<file path="config.mk">
export PLATFORM = sky130hd
export DESIGN_NAME = calendar_date_arithmetic_unit
export DESIGN_NICKNAME = d
export VERILOG_FILES = /design/src/cdau_pkg.sv /design/src/cdau_ctrl.sv /design/src/cdau_dp.sv /design/src/calendar_date_arithmetic_unit.sv
export VERILOG_INCLUDE_DIRS = /design/src /design/src/src
export SDC_FILE = /design/constraint.sdc
export NUM_CORES = 1
export LEC_CHECK = 0
export BUFFER_PORTS_ARGS = -buffer_cell sky130_fd_sc_hd__clkbuf_2
export CAP_MARGIN = 20
export CORE_MARGIN = 8
export CORE_UTILIZATION = 45
export CTS_CLUSTER_DIAMETER = 60
export DETAILED_ROUTE_END_ITERATION = 10
export PLACE_DENSITY = 0.66
export SYNTH_ARGS = -nofsm -noshare
export SYNTH_HDL_FRONTEND = slang
export SYNTH_SLANG_ARGS = --single-unit
</file>
<file path="constraint.sdc">
create_clock -name i_clk -period 17.8 [get_ports i_clk]
set_clock_uncertainty 0.15 [all_clocks]
set_input_delay 2.67 -clock i_clk [delete_from_list [all_inputs] [get_ports i_clk]]
set_output_delay 2.67 -clock i_clk [all_outputs]
set_load 0.05 [all_outputs]
</file>
<file path="src/assert_macros.svh">
// Assertion macros shared by the calendar date arithmetic RTL.
// Included by modules that carry concurrent checks; no other dependencies.
`ifndef ASSERT_MACROS_SVH
`define ASSERT_MACROS_SVH

// same-cycle implication, disabled while reset is asserted
`define CDAU_ASSERT_IMPLY(label, clk, rst_n, ante, cons, msg) \
    label: assert property (@(posedge clk) disable iff (!rst_n) (ante) |-> (cons)) \
        else $error(msg);

// next-cycle implication, disabled while reset is asserted
`define CDAU_ASSERT_NEXT(label, clk, rst_n, ante, cons, msg) \
    label: assert property (@(posedge clk) disable iff (!rst_n) (ante) |=> (cons)) \
        else $error(msg);

`endif

</file>
<file path="src/cdau_pkg.sv">
// Package for the calendar date arithmetic unit: modes, controller states,
// command/status structs and Gregorian calendar helper functions. No dependencies.
`timescale 1ns / 1ps

package cdau_pkg;

    localparam int YEAR_W = 16;
    localparam int YEAR_CYCLE = 400;
    localparam int YEAR_LIMIT = 9999;

    localparam logic [2:0] MODE_CHECK = 3'd0;
    localparam logic [2:0] MODE_NEXT  = 3'd1;
    localparam logic [2:0] MODE_PREV  = 3'd2;
    localparam logic [2:0] MODE_ADD   = 3'd3;
    localparam logic [2:0] MODE_SUB   = 3'd4;
    localparam logic [2:0] MODE_AGE   = 3'd5;

    localparam logic [3:0] MONTH_JAN = 4'd1;
    localparam logic [3:0] MONTH_FEB = 4'd2;
    localparam logic [3:0] MONTH_DEC = 4'd12;

    localparam logic [4:0] MONTH_LEN [16] = '{
        5'd0, 5'd31, 5'd28, 5'd31, 5'd30, 5'd31, 5'd30, 5'd31,
        5'd31, 5'd30, 5'd31, 5'd30, 5'd31, 5'd0, 5'd0, 5'd0
    };
    localparam logic [4:0] FEB_LEAP_LEN = 5'd29;

    typedef enum logic [2:0] {
        S_IDLE,
        S_LOAD,
        S_CHECK,
        S_WALK,
        S_FINISH
    } t_state;

    typedef struct packed {
        logic capture;
        logic load_ymod;
        logic check;
        logic step;
        logic emit;
    } t_dp_cmd;

    typedef struct packed {
        logic date_ok;
        logic shift_op;
        logic more;
        logic out_free;
    } t_dp_stat;

    // year modulo 400 by six conditional subtractions
    function automatic logic [8:0] year_mod400(input logic [13:0] y);
        logic [13:0] r;
        r = y;
        for (int k = 5; k >= 0; k--) begin
            if (r >= 14'(YEAR_CYCLE << k)) begin
                r = r - 14'(YEAR_CYCLE << k);
            end
        end
        return r[8:0];
    endfunction

    function automatic logic is_leap(input logic [8:0] ymod);
        return (ymod[1:0] == 2'd0) && (ymod != 9'd100) && (ymod != 9'd200)
            && (ymod != 9'd300);
    endfunction

    function automatic logic [4:0] month_days(input logic [3:0] m, input logic leap);
        if (m == MONTH_FEB && leap) begin
            return FEB_LEAP_LEN;
        end
        return MONTH_LEN[m];
    endfunction

endpackage

</file>
<file path="src/cdau_ctrl.sv">
// Controller of the calendar date arithmetic unit: sequences load, check,
// month walk and output. Depends on cdau_pkg and assert_macros.svh.
`timescale 1ns / 1ps
`include "assert_macros.svh"

module cdau_ctrl
    import cdau_pkg::*;
(
    input  logic     i_clk,
    input  logic     i_rst_n,
    input  logic     i_in_valid,
    output logic     o_in_stall,
    input  t_dp_stat i_stat,
    output t_dp_cmd  o_cmd
);

    t_state r_state;
    t_state n_state;

    always_ff @(posedge i_clk) begin
        if (!i_rst_n) begin
            r_state <= S_IDLE;
        end else begin
            r_state <= n_state;
        end
    end

    always_comb begin
        n_state = r_state;
        unique case (r_state)
            S_IDLE: begin
                if (i_in_valid) n_state = S_LOAD;
            end
            S_LOAD: begin
                n_state = S_CHECK;
            end
            S_CHECK: begin
                n_state = (i_stat.date_ok && i_stat.shift_op) ? S_WALK : S_FINISH;
            end
            S_WALK: begin
                if (!i_stat.more) n_state = S_FINISH;
            end
            S_FINISH: begin
                if (i_stat.out_free) n_state = S_IDLE;
            end
            default: begin
                n_state = S_IDLE;
            end
        endcase
    end

    always_comb begin
        o_cmd = '0;
        o_in_stall = 1'b1;
        unique case (r_state)
            S_IDLE: begin
                o_in_stall = 1'b0;
                o_cmd.capture = i_in_valid;
            end
            S_LOAD: begin
                o_cmd.load_ymod = 1'b1;
            end
            S_CHECK: begin
                o_cmd.check = 1'b1;
            end
            S_WALK: begin
                o_cmd.step = i_stat.more;
            end
            S_FINISH: begin
                o_cmd.emit = i_stat.out_free;
            end
            default: begin
                o_in_stall = 1'b1;
            end
        endcase
    end

    `CDAU_ASSERT_NEXT(a_capture_load, i_clk, i_rst_n, o_cmd.capture, r_state == S_LOAD, "capture did not move to load")
    `CDAU_ASSERT_NEXT(a_walk_end, i_clk, i_rst_n, (r_state == S_WALK) && !i_stat.more, r_state == S_FINISH, "walk end did not move to finish")

endmodule

</file>
<file path="src/cdau_dp.sv">
// Datapath of the calendar date arithmetic unit: item registers, validation,
// month-by-month walk, age and output register. Depends on cdau_pkg and assert_macros.svh.
`timescale 1ns / 1ps
`include "assert_macros.svh"

module cdau_dp
    import cdau_pkg::*;
#(
    parameter int MAX_SHIFT_DAYS = 4095
) (
    input  logic               i_clk,
    input  logic               i_rst_n,
    input  logic               i_cfg_wr_en,
    input  logic [13:0]        i_cfg_wr_data,
    input  t_dp_cmd            i_cmd,
    output t_dp_stat           o_stat,
    input  logic [2:0]         i_mode,
    input  logic [4:0]         i_day,
    input  logic [3:0]         i_month,
    input  logic [13:0]        i_year,
    input  logic [11:0]        i_day_count,
    input  logic [4:0]         i_ref_day,
    input  logic [3:0]         i_ref_month,
    input  logic [13:0]        i_ref_year,
    output logic               o_out_valid,
    input  logic               i_out_stall,
    output logic [4:0]         o_res_day,
    output logic [3:0]         o_res_month,
    output logic [13:0]        o_res_year,
    output logic signed [14:0] o_age_years,
    output logic               o_date_valid,
    output logic               o_out_of_range
);

    localparam int DW = $clog2(MAX_SHIFT_DAYS + 32) + 1;

    logic [13:0]              r_base;
    logic [2:0]               r_mode;
    logic signed [DW-1:0]     r_day;
    logic [3:0]               r_month;
    logic signed [YEAR_W-1:0] r_year;
    logic [8:0]               r_ymod;
    logic signed [DW-1:0]     r_n;
    logic [4:0]               r_ref_day;
    logic [3:0]               r_ref_month;
    logic [13:0]              r_ref_year;
    logic [14:0]              r_age;
    logic                     r_valid;

    logic                     r_o_valid;
    logic [4:0]               r_o_day;
    logic [3:0]               r_o_month;
    logic [13:0]              r_o_year;
    logic [14:0]              r_o_age;
    logic                     r_o_date_valid;
    logic                     r_o_oor;

    logic                     fwd;
    logic [4:0]               md_cur;
    logic signed [DW-1:0]     md_cur_s;
    logic [8:0]               ymod_inc;
    logic [8:0]               ymod_dec;
    logic [3:0]               m_prev;
    logic [8:0]               ymod_prev;
    logic signed [DW-1:0]     md_prev_s;
    logic signed [DW-1:0]     offset;
    logic                     ref_before;
    logic signed [YEAR_W-1:0] age_diff;

    always_comb begin
        fwd = (r_mode == MODE_NEXT) || (r_mode == MODE_ADD);
        md_cur = month_days(r_month, is_leap(r_ymod));
        md_cur_s = signed'(DW'(md_cur));
        ymod_inc = (r_ymod == 9'(YEAR_CYCLE - 1)) ? 9'd0 : r_ymod + 9'd1;
        ymod_dec = (r_ymod == 9'd0) ? 9'(YEAR_CYCLE - 1) : r_ymod - 9'd1;
        m_prev = (r_month == MONTH_JAN) ? MONTH_DEC : r_month - 4'd1;
        ymod_prev = (r_month == MONTH_JAN) ? ymod_dec : r_ymod;
        md_prev_s = signed'(DW'(month_days(m_prev, is_leap(ymod_prev))));
        offset = ((r_mode == MODE_NEXT) || (r_mode == MODE_PREV)) ? DW'(1) : r_n;
        ref_before = (r_ref_month < r_month)
            || ((r_ref_month == r_month) && (DW'(r_ref_day) < r_day));
        age_diff = signed'(YEAR_W'(r_ref_year)) - r_year
            - (ref_before ? YEAR_W'(1) : YEAR_W'(0));

        o_stat.date_ok = (r_year[13:0] >= r_base) && (r_month >= MONTH_JAN)
            && (r_month <= MONTH_DEC) && (r_day >= DW'(1)) && (r_day <= md_cur_s);
        o_stat.shift_op = fwd || (r_mode == MODE_PREV) || (r_mode == MODE_SUB);
        o_stat.more = fwd ? (r_day > md_cur_s) : (r_day <= signed'(DW'(0)));
        o_stat.out_free = !r_o_valid || !i_out_stall;
    end

    always_ff @(posedge i_clk) begin
        if (!i_rst_n) begin
            r_base <= 14'd1900;
        end else if (i_cfg_wr_en) begin
            r_base <= i_cfg_wr_data;
        end
    end

    always_ff @(posedge i_clk) begin
        if (i_cmd.capture) begin
            r_mode <= i_mode;
            r_day <= DW'(i_day);
            r_month <= i_month;
            r_year <= YEAR_W'(i_year);
            r_n <= (int'(i_day_count) > MAX_SHIFT_DAYS) ? DW'(MAX_SHIFT_DAYS)
                                                        : DW'(i_day_count);
            r_ref_day <= i_ref_day;
            r_ref_month <= i_ref_month;
            r_ref_year <= i_ref_year;
            r_age <= '0;
            r_valid <= 1'b0;
        end else if (i_cmd.load_ymod) begin
            r_ymod <= year_mod400(r_year[13:0]);
        end else if (i_cmd.check) begin
            r_valid <= o_stat.date_ok;
            if (o_stat.date_ok) begin
                if (r_mode == MODE_AGE) begin
                    r_age <= age_diff[14:0];
                end else if (o_stat.shift_op) begin
                    r_day <= fwd ? r_day + offset : r_day - offset;
                end
            end
        end else if (i_cmd.step) begin
            if (fwd) begin
                r_day <= r_day - md_cur_s;
                if (r_month == MONTH_DEC) begin
                    r_month <= MONTH_JAN;
                    r_year <= r_year + YEAR_W'(1);
                    r_ymod <= ymod_inc;
                end else begin
                    r_month <= r_month + 4'd1;
                end
            end else begin
                r_day <= r_day + md_prev_s;
                r_month <= m_prev;
                r_ymod <= ymod_prev;
                if (r_month == MONTH_JAN) begin
                    r_year <= r_year - YEAR_W'(1);
                end
            end
        end
    end

    always_ff @(posedge i_clk) begin
        if (!i_rst_n) begin
            r_o_valid <= 1'b0;
        end else if (i_cmd.emit) begin
            r_o_valid <= 1'b1;
        end else if (!i_out_stall) begin
            r_o_valid <= 1'b0;
        end
    end

    always_ff @(posedge i_clk) begin
        if (i_cmd.emit) begin
            r_o_day <= r_day[4:0];
            r_o_month <= r_month;
            r_o_age <= r_age;
            r_o_date_valid <= r_valid;
            if (r_valid && (r_year > signed'(YEAR_W'(YEAR_LIMIT)))) begin
                r_o_oor <= 1'b1;
                r_o_year <= 14'(YEAR_LIMIT);
            end else if (r_valid && (r_year < signed'(YEAR_W'(0)))) begin
                r_o_oor <= 1'b1;
                r_o_year <= 14'd0;
            end else begin
                r_o_oor <= 1'b0;
                r_o_year <= r_year[13:0];
            end
        end
    end

    assign o_out_valid = r_o_valid;
    assign o_res_day = r_o_day;
    assign o_res_month = r_o_month;
    assign o_res_year = r_o_year;
    assign o_age_years = signed'(r_o_age);
    assign o_date_valid = r_o_date_valid;
    assign o_out_of_range = r_o_oor;

    `CDAU_ASSERT_IMPLY(a_step_month, i_clk, i_rst_n, i_cmd.step,
        r_valid && (r_month >= MONTH_JAN) && (r_month <= MONTH_DEC),
        "walk step on an unchecked date")
    `CDAU_ASSERT_NEXT(a_emit_valid, i_clk, i_rst_n, i_cmd.emit, r_o_valid,
        "emitted word not presented")
    `CDAU_ASSERT_IMPLY(a_oor_valid, i_clk, i_rst_n, r_o_valid && r_o_oor, r_o_date_valid,
        "range flag on an invalid date")

endmodule

</file>
<file path="src/calendar_date_arithmetic_unit.sv">
// Calendar date arithmetic unit, top level: controller plus datapath.
// Depends on cdau_pkg, cdau_ctrl and cdau_dp.
//
// One input word at a time. An item passes through accept, year-cycle load,
// check and output for check, age and invalid dates; next, previous, add and
// subtract also walk between check and output over each month boundary
// crossed, and the walk handles one month per cycle. Results wait in an output
// register; a held output only delays the next item at its output cycle.
// base_year resets to 1900.
`timescale 1ns / 1ps

module calendar_date_arithmetic_unit
    import cdau_pkg::*;
#(
    parameter int MAX_SHIFT_DAYS = 4095
) (
    input  logic               i_clk,
    input  logic               i_rst_n,
    input  logic               i_cfg_wr_en,
    input  logic [13:0]        i_cfg_wr_data,
    input  logic               i_in_valid,
    output logic               o_in_stall,
    input  logic [2:0]         i_mode,
    input  logic [4:0]         i_day,
    input  logic [3:0]         i_month,
    input  logic [13:0]        i_year,
    input  logic [11:0]        i_day_count,
    input  logic [4:0]         i_ref_day,
    input  logic [3:0]         i_ref_month,
    input  logic [13:0]        i_ref_year,
    output logic               o_out_valid,
    input  logic               i_out_stall,
    output logic [4:0]         o_res_day,
    output logic [3:0]         o_res_month,
    output logic [13:0]        o_res_year,
    output logic signed [14:0] o_age_years,
    output logic               o_date_valid,
    output logic               o_out_of_range
);

    t_dp_cmd  cmd;
    t_dp_stat stat;

    cdau_ctrl u_ctrl (
        .i_clk      (i_clk),
        .i_rst_n    (i_rst_n),
        .i_in_valid (i_in_valid),
        .o_in_stall (o_in_stall),
        .i_stat     (stat),
        .o_cmd      (cmd)
    );

    cdau_dp #(
        .MAX_SHIFT_DAYS (MAX_SHIFT_DAYS)
    ) u_dp (
        .i_clk          (i_clk),
        .i_rst_n        (i_rst_n),
        .i_cfg_wr_en    (i_cfg_wr_en),
        .i_cfg_wr_data  (i_cfg_wr_data),
        .i_cmd          (cmd),
        .o_stat         (stat),
        .i_mode         (i_mode),
        .i_day          (i_day),
        .i_month        (i_month),
        .i_year         (i_year),
        .i_day_count    (i_day_count),
        .i_ref_day      (i_ref_day),
        .i_ref_month    (i_ref_month),
        .i_ref_year     (i_ref_year),
        .o_out_valid    (o_out_valid),
        .i_out_stall    (i_out_stall),
        .o_res_day      (o_res_day),
        .o_res_month    (o_res_month),
        .o_res_year     (o_res_year),
        .o_age_years    (o_age_years),
        .o_date_valid   (o_date_valid),
        .o_out_of_range (o_out_of_range)
    );

endmodule

</file>
==> flow_summary.ini, run 1 <==
[power]
p_per_area_mw_per_mm2 = 211.1
total_power_w = 0.002780
leakage_nw = 5.555
peakVddDrop_v = 0.0001385

[placed_design]
port_buffers = 121
gp_routability_congestion = 0.9107
pre_cts_slack_ns = 11.18
placed_cells = 1713
dpl.hpwl_mm = 23.20

[hold_path]
min_from = u_dp.r_age[5]
hold-path-endpoint = u_dp.o_age_years[5]
hold_class = flop to flop
hold_depth = 0

[layout]
fin_util_pct = 51.10
drive_above_1_share_pct = 14.54
fill_cells = 2400
nNetsFinal = 1587
diodes = 0
syn2layout_area_growth_pct = 12.63
fin_cells = 1745

[cts]
cts_buffers = 17
cts_tree = built
cts_resized = 0
cts.sinks = 155
clk_path_buf_depth = 2
post_cts_buffers = 0
clock_latency_ns = 0.44
clk_transition_reported_paths_ns = 0.07
htreeDepth = 4
cts_hold_buffers = 0
cts_root_buffer = clkbuf_16

[yosys]
synth.distinct_cells = 95
netlist_top_cells_count = nor2_1, inv_1, edfxtp_1, ha_1, nand2_1
yosysMostFrequentCell = nor2_1
synth_top_area_share_pct = 28.26
ys_warn_count = 0
ys_ff_latch = 155
ys.flop_type = edfxtp_1
syn_area_per_cell_um2 = 8.978
synth_top_area_cell = edfxtp_1
synthArstFlopShare_pct = 0
synthesis.area_mm2 = 0.01169
syn-num-nets = 1492
synth_area_leaders = edfxtp_1, ha_1, dfxtp_1, nor2_1, inv_1
synth_edf_count = 110
ys_seq_area_share_pct = 35.96
syn_inst = 1302

[drt]
num_vias = 9921
viasPerCell = 5.685
drc_errors = 0
first_pass_iters = 5
drtIter0Drc = 756
drt-total-wl_mm = 30.92
final_antenna_net_count = 0
wl_per_cell_um = 17.72

[worst_setup_path]
path_class = flop to flop
r2r_start = u_dp.r_year[13]
timing.rr.end = u_dp.r_ymod[5]
rrSetupSlack_ns = 11.02
crit_path_max_incr_delay_ns = 0.80
crit_chain = a21boi_1 > a21oi_1 > ha_1 > nor2b_1 > a22oi_1 > a211oi_2 > a32o_1 > a32o_1 > a221oi_4 > nor2_4 > xnor2_1 > ha_1 > and3_1 > o311a_1 > nor3_2 > xnor2_1 > ha_1 > nand4_1 > a41oi_2 > mux2_4 > a21oi_2
cp.required_ns = 17.94
crit_top_cell = ha_1
cp.arrival_ns = 6.92
start_kind = flop
crit_slowest_cell = edfxtp_1
end_kind = flop
r2r_cells = 21
worstPathMaxFanout = 19

[global_route]
grt_pass1_vias = 9638
grt_max_degree = 44
grt_pass1_wl_mm = 49.29
grt_use_total_pct = 19.58
antenna_found_initial = 0
gr-total-overflow = 0

[timing]
final-hold-violation-count = 0
fmax_mhz = 147.5
timing.final.crit_period_ns = 6.778
period_share_pct = 38.08
worstMarginPinSlew_ns = 0.9868
drv_slew = 0
fin_tns_setup_ns = 0
rsz0062_at_grt = false
setup_viol = 0
relSlewSlack_pct = 34.21
fin_ws_ns = 11.02

[floorplan]
coreArea_mm2 = 0.02576
die_y_um = 177.2
rows = 59
start_util_pct = 45.37
ioPinCount = 122
die_area_mm2 = 0.03139
fp.dieW_um = 177.2

[run]
maxCapViolations = 0

[run_status]
status = finished clean
## power breakdown
part	total, W	internal (W)	switching (W)
clock	0.000363	0.000207	0.000157
combinational	0.00184	0.000759	0.00108
sequential	0.000576	0.000476	0.000100
total	0.00278	0.00144	0.00134
## cell usage in the layout (no fill, tap or decap), types with 11 or more instances in the layout
cell,instances
xnor2_1,50
nor2_1,130
inv_1,120
and3_1,17
nor2b_1,20
o21a_1,15
nor3_1,28
clkbuf_2,121
or3_1,16
mux2i_1,26
a21oi_1,88
o21ai_0,57
a21boi_0,12
nand3_1,34
a21o_1,18
clkbuf_16,19
ha_1,104
o21bai_1,13
buf_4,11
nand2b_1,18
nand2_1,90
a31oi_1,27
edfxtp_1,110
xor2_1,14
dfxtp_1,45
o211ai_1,15
## registers in the layout (all words and copies together), names as in the netlist, 5 cells and up
name              cells
u_dp.o_age_years     15
u_dp.o_res_day        5
u_dp.o_res_year      14
u_dp.r_age           15
u_dp.r_base          14
u_dp.r_day           14
u_dp.r_n             12
u_dp.r_ref_day        5
u_dp.r_ref_year      14
u_dp.r_year          16
u_dp.r_ymod           9
## routing by layer
metal	vias to the layer above	routed length, µm	global-route usage (%)
li1	4900	-	-
met1	4684	14010	25.25
met2	292	14660	32.68
met3	45	1629	3.776
met4	0	620	5.849
met5	-	0	0
## metrics by stage
stage | instance area, µm² | hold slack, ns
2_1_floorplan | 11690 | 0.2576
4_1_cts | 13170 | 0.2843
6_report | 13170 | 0.2808
3_3_place_gp | 12580 | 0.2657
3_5_place_dp | 12580 | 0.2686
5_1_grt | 13170 | 0.2966
## critical path, delay by kind of cell, from the launching register on
kind | cells | cell delay [ns]
AOI/OAI and AO/OA | 10 | 2.74
xor gates and xnor gates | 2 | 0.49
adders and majority gates | 3 | 0.84
DFF | 1 | 0.80
muxes | 1 | 0.33
and+or+nand+nor | 5 | 1.27
## logic make-up after synthesis
logic type / Yosys count / synth area share, %
adder cells (fa/ha/maj): 111 / 12.24
AO/OA/AOI/OAI: 348 / 20.48
buffers and inverters: 178 / 5.930
AND/OR/NAND/NOR: 414 / 17.55
flip-flops: 155 / 35.96
multiplexers: 30 / 2.665
XOR/XNOR: 66 / 5.170
## how the worst max path moves through the flow
stage | from | endpoint | slack, ns | cells after the start
floorplan | u_dp.r_year[9] | u_dp.r_ymod[5] | 12.15 | 23
global placement | u_dp.r_year[13] | u_dp.r_ymod[5] | 11.41 | 21
detailed placement | u_dp.r_year[13] | u_dp.r_ymod[5] | 11.18 | 21
CTS | u_dp.r_year[13] | u_dp.r_ymod[5] | 11.15 | 21
global route | u_dp.r_year[13] | u_dp.r_ymod[5] | 10.46 | 21
finish | u_dp.r_year[13] | u_dp.r_ymod[5] | 11.02 | 21
## layout make-up
type                    count  area (µm²)  area share (%)
repair buffers            132       688.2           5.227
well taps                 335       419.2           3.183
inverters                 122       457.9           3.478
flip-flops and latches    155        4204           31.93
clock inverters             9       76.32          0.5797
multi-input cells         969        6807           51.70
clock buffers              23       514.2           3.906
No activity file was read; power rests on OpenSTA's default activity.
==> run 2: changes to the inputs <==
- PLACE_DENSITY: 0.66 -> 0.68
- clock period: 17.8 -> 5.7 ns (I/O delays scaled with it)
==> flow_summary.ini, run 2 (synthesis gave the netlist of run 1 again) <==
[floorplan]
coreArea_mm2 = 0.02576
die_area_mm2 = 0.03139
start_util_pct = 45.37
die_y_um = 177.2
ioPinCount = 122
rows = 59
fp.dieW_um = 177.2

[power]
leakage_nw = 5.878
peakVddDrop_v = 0.0005685
p_per_area_mw_per_mm2 = 676.2
total_power_w = 0.009303

[global_route]
grt_max_degree = 44
grt_pass1_vias = 9965
grt_use_total_pct = 19.88
gr-total-overflow = 0
grt_pass1_wl_mm = 50.45
antenna_found_initial = 0

[cts]
cts_buffers = 17
clock_latency_ns = 0.44
htreeDepth = 4
cts.sinks = 155
cts_tree = built
clk_transition_reported_paths_ns = 0.07
clk_path_buf_depth = 2
cts_hold_buffers = 0
cts_root_buffer = clkbuf_16

[worst_setup_path]
crit_path_max_incr_delay_ns = 0.42
cp.required_ns = 5.84
worstPathMaxFanout = 7
worst-path-buf-inv = 0
end_kind = flop
path_class = flop to flop
start_kind = flop
crit_top_cell = ha_1
rrSetupSlack_ns = 0.27
cp.arrival_ns = 5.57
crit_slowest_cell = edfxtp_1
critPathTopFamily = compound AO/OA/AOI/OAI gates
crit_chain = o21ba_1 > a21oi_1 > ha_1 > nor2b_1 > or3_1 > and3_1 > a211o_1 > a32o_2 > a221oi_4 > nor2_4 > xnor2_1 > ha_1 > nand2_1 > o41ai_1 > o31ai_1 > a31oi_1 > o221ai_2 > a41oi_2 > mux2_4 > a21oi_2

[layout]
final_cell_mix = nor2_1, clkbuf_2, inv_1
layout.cells.most_common = nor2_1
fin_cells = 1807
drive_above_1_share_pct = 19.50
fin_util_pct = 53.40
largest_reg_flops = 16
largest_register = u_dp.r_year
diodes = 0
postLayoutCellArea_mm2 = 0.01376
syn2layout_area_growth_pct = 17.69
nNetsFinal = 1649

[timing]
final-hold-violation-count = 0
worstMarginPinSlew_ns = 0.8528
drv_slew = 0
setup_viol = 0
period_share_pct = 95.18
timing.final.crit_period_ns = 5.425
relSlewSlack_pct = 43.08
fmax_mhz = 184.3

[drt]
num_vias = 10110
viasPerCell = 5.595
final_antenna_net_count = 0
drt-total-wl_mm = 31.54
wl_per_cell_um = 17.45
first_pass_iters = 5
drc_errors = 0
drtIter0Drc = 647

[run_status]
status = finished clean

[placed_design]
dpl.hpwl_mm = 24.03
gp_routability_congestion = 0.9260
port_buffers = 121
placed_area_mm2 = 0.01302
placed_cells = 1772

[run]
maxCapViolations = 0

[hold_path]
hold_class = flop to flop
## run 2: cell type report
class | count | area (µm²)
Clock buffer | 17 | 425.4
Inverter | 122 | 457.9
Multi-Input combinational cell | 969 | 6915
Clock inverter | 15 | 182.7
Timing Repair Buffer | 194 | 1154
Sequential cell | 155 | 4204
Tap cell | 335 | 419.2
Fill cell | 2298 | 12010
## run 2: routing by layer
layer,wire [µm],global-route usage [%],vias to the layer above
met2,15290,34.08,274
li1,-,-,5025
met1,13800,24.78,4767
met3,1843,3.968,44
met5,0,0,-
met4,605,6.025,0
## run 2: power by group
part	total [W]	switching, W	internal [W]	leakage [nW]
clock	0.00119	0.000524	0.000664	0.289
combinational	0.00648	0.00370	0.00278	4.19
sequential	0.00164	0.000154	0.00148	1.40
## run 2: worst paths after layout
kind,start,endpoint,depth (start not counted)
max,u_dp.r_year[9],u_dp.r_ymod[5],20
min,u_dp.r_age[13],u_dp.o_age_years[13],0
max reg2reg,u_dp.r_year[9],u_dp.r_ymod[5],20
min reg2reg,u_dp.r_age[13],u_dp.o_age_years[13],0
## run 2: timing repair
item	in CTS	in global routing
pin swaps	0	9
gates cloned	0	0
gates resized for setup	1	25
buffers inserted	0	3
setup endpoints to repair	1	14
## run 2: stage by stage
| stage | hold slack [ns] | setup TNS (ns) | setup slack (ns) |
|---|---|---|---|
| 2_1_floorplan | 0.2576 | 0 | 0.05041 |
| 3_5_place_dp | 0.2691 | 0 | 0.03060 |
| 5_1_grt | 0.2939 | -0.2171 | -0.06928 |
| 4_1_cts | 0.2853 | 0 | 0.09960 |
| 6_report | 0.2826 | 0 | 0.2747 |
| 3_3_place_gp | 0.2665 | 0 | 0.1183 |
==> run 3: changes to the inputs <==
- SYNTH_HIERARCHICAL: unset -> 1
==> flow_summary.ini, run 3 <==
[run_status]
status = finished clean

[cts]
clk_transition_reported_paths_ns = 0.07
clk_path_buf_depth = 2
cts_tree = built
clock_latency_ns = 0.44
cts.sinks = 155
cts_buffers = 17
cts_hold_buffers = 0
cts_root_buffer = clkbuf_16
htreeDepth = 4

[yosys]
synthArstFlopShare_pct = 0
yosysMostFrequentCell = inv_1
synth_edf_count = 110
synth_top_family_by_area = compound AO/OA/AOI/OAI gates
synth_area_leaders = edfxtp_1, ha_1, dfxtp_1, inv_1, a21oi_1
synth_fa_ha_area_share_pct = 11.92
netlist_top_cells_count = inv_1, nand2_1, edfxtp_1, nor2_1, ha_1
synth.distinct_cells = 109
synth_compound_gate_area_share_pct = 22.30
muxShareOfSynthArea_pct = 2.512
synth_top_area_cell = edfxtp_1
syn_inst = 1325
ys_warn_count = 6
ys.flop_type = edfxtp_1
synth-simple-area-share_pct = 17.16
syn_area_per_cell_um2 = 8.984
syn-num-nets = 1514
synthesis.area_mm2 = 0.01190
ys_ff_latch = 155
synth_top_area_share_pct = 27.75
ys_seq_area_share_pct = 35.32
synth_xor_area_share_pct = 4.341

[drt]
num_vias = 10570
drtIter0Drc = 947
drc_errors = 0
first_pass_iters = 5
final_antenna_net_count = 0
drt-total-wl_mm = 32.98
wl_per_cell_um = 17.80
viasPerCell = 5.704

[timing]
drv_slew = 0
final-hold-violation-count = 0
worstMarginPinSlew_ns = 1.101
fin_ws_ns = 0.09080
setup_viol = 0
fmax_mhz = 178.3
period_share_pct = 98.41
timing.final.crit_period_ns = 5.609
hold_slack_ns = 0.2931
relSlewSlack_pct = 25.70

[floorplan]
die_y_um = 178.6
start_util_pct = 45.81
rows = 59
fp.dieW_um = 178.6
ioPinCount = 122
coreArea_mm2 = 0.02598
die_area_mm2 = 0.03191

[placed_design]
dpl.hpwl_mm = 24.64
placed_cells = 1802
pre_cts_slack_ns = 0.04305
gp_routability_congestion = 0.9648
port_buffers = 121

[run]
maxCapViolations = 0

[hold_path]
min_from = u_dp/r_age[12]
hold-path-endpoint = u_dp/o_age_years[12]
hold_depth = 0
hold_class = flop to flop

[layout]
largest_register = u_dp/r_year
layout.cells.most_common = inv_1
fin_util_pct = 54.98
final_cell_mix = inv_1, clkbuf_2, nand2_1
diodes = 0
syn2layout_area_growth_pct = 20.02
nNetsFinal = 1694
largest_reg_flops = 16
fin_cells = 1853
drive_above_1_share_pct = 22.20

[worst_setup_path]
end_kind = flop
path_class = flop to flop
r2r_cells = 25
rrSetupSlack_ns = 0.09
worstPathMaxFanout = 6
crit_top_cell = and3_4
crit_slowest_cell = or4_4
start_kind = flop
timing.rr.end = u_dp/r_ymod[5]
crit_path_max_incr_delay_ns = 0.54
critPathTopFamily = simple AND/OR/NAND/NOR gates
r2r_start = u_dp/r_year[9]
cp.required_ns = 5.83
cp.arrival_ns = 5.74
path_depth = 25
worst-path-buf-inv = 4

[global_route]
antenna_found_initial = 0
gr-total-overflow = 0
grt_pass1_vias = 10239
grt_pass1_wl_mm = 52.07
grt_max_degree = 58
grt_use_total_pct = 20.28
run 3: cell types whose count changed after synthesis, moves of 7 or more:
cell      previous run  this run
inv_1              120       135
clkbuf_1            44        36
nand2_1             90       118
o21ai_0             57        76
nor2_1             130       108
or3_1               16         9
nand2b_1            18        11
a31oi_1             27        19
and3_1              17        10
run 3: how the worst max path moves through the flow:
stage	startpoint	end	slack, ns
after global placement	u_dp/r_day[1]	u_dp/r_age[14]	0.30
after floorplan	u_dp/r_year[10]	u_dp/r_ymod[5]	0.008
after detailed placement	u_dp/r_day[1]	u_dp/r_age[14]	0.04
after global routing	u_dp/r_year[9]	u_dp/r_ymod[5]	-0.07
after CTS	u_dp/r_day[1]	u_dp/r_age[14]	0.02
final	u_dp/r_year[9]	u_dp/r_ymod[5]	0.09
run 3: final cells by class:
cell class              instances  area (µm²)
fillers                      2347       11700
multi-input cells             980        7184
flip-flops and latches        155        4204
repair buffers                214        1365
inverters                     137       516.7
clock buffers                  17       425.4
well taps                     335       419.2
clock inverters                15       172.7
run 3: timing repair:
item,4_1_cts,5_1_grt
resized for setup,1,45
setup buffers,0,18
setup endpoints to repair,1,10
pin swaps,0,18
run 3: layer usage:
metal	track usage, %	wire [µm]
met5	0	0
met4	7.647	905
met3	3.768	2110
met2	33.41	15580
met1	26.02	14380
run 3: kinds of logic (layout without fill, tap and decap cells):
| group | Yosys count | in the layout |
|---|---|---|
| buffers and inverters | 190 | 383 |
| DFF | 155 | 155 |
| and+or+nand+nor | 406 | 406 |
| muxes | 28 | 28 |
| AOI/OAI and AO/OA | 377 | 377 |
| xor gates and xnor gates | 59 | 59 |
| adders and majority gates | 110 | 110 |
run 3: stage by stage:
stage          area [µm²]  TNS [ns]
3_5_place_dp        13320         0
2_1_floorplan       11960         0
6_report            14290         0
5_1_grt             14290   -0.2471
3_3_place_gp        13320         0
4_1_cts             13920         0
Power of run 3 is left out: the tool's default activity adds up to more than one toggle a clock period on the data nets, which glitch-free logic cannot reach.
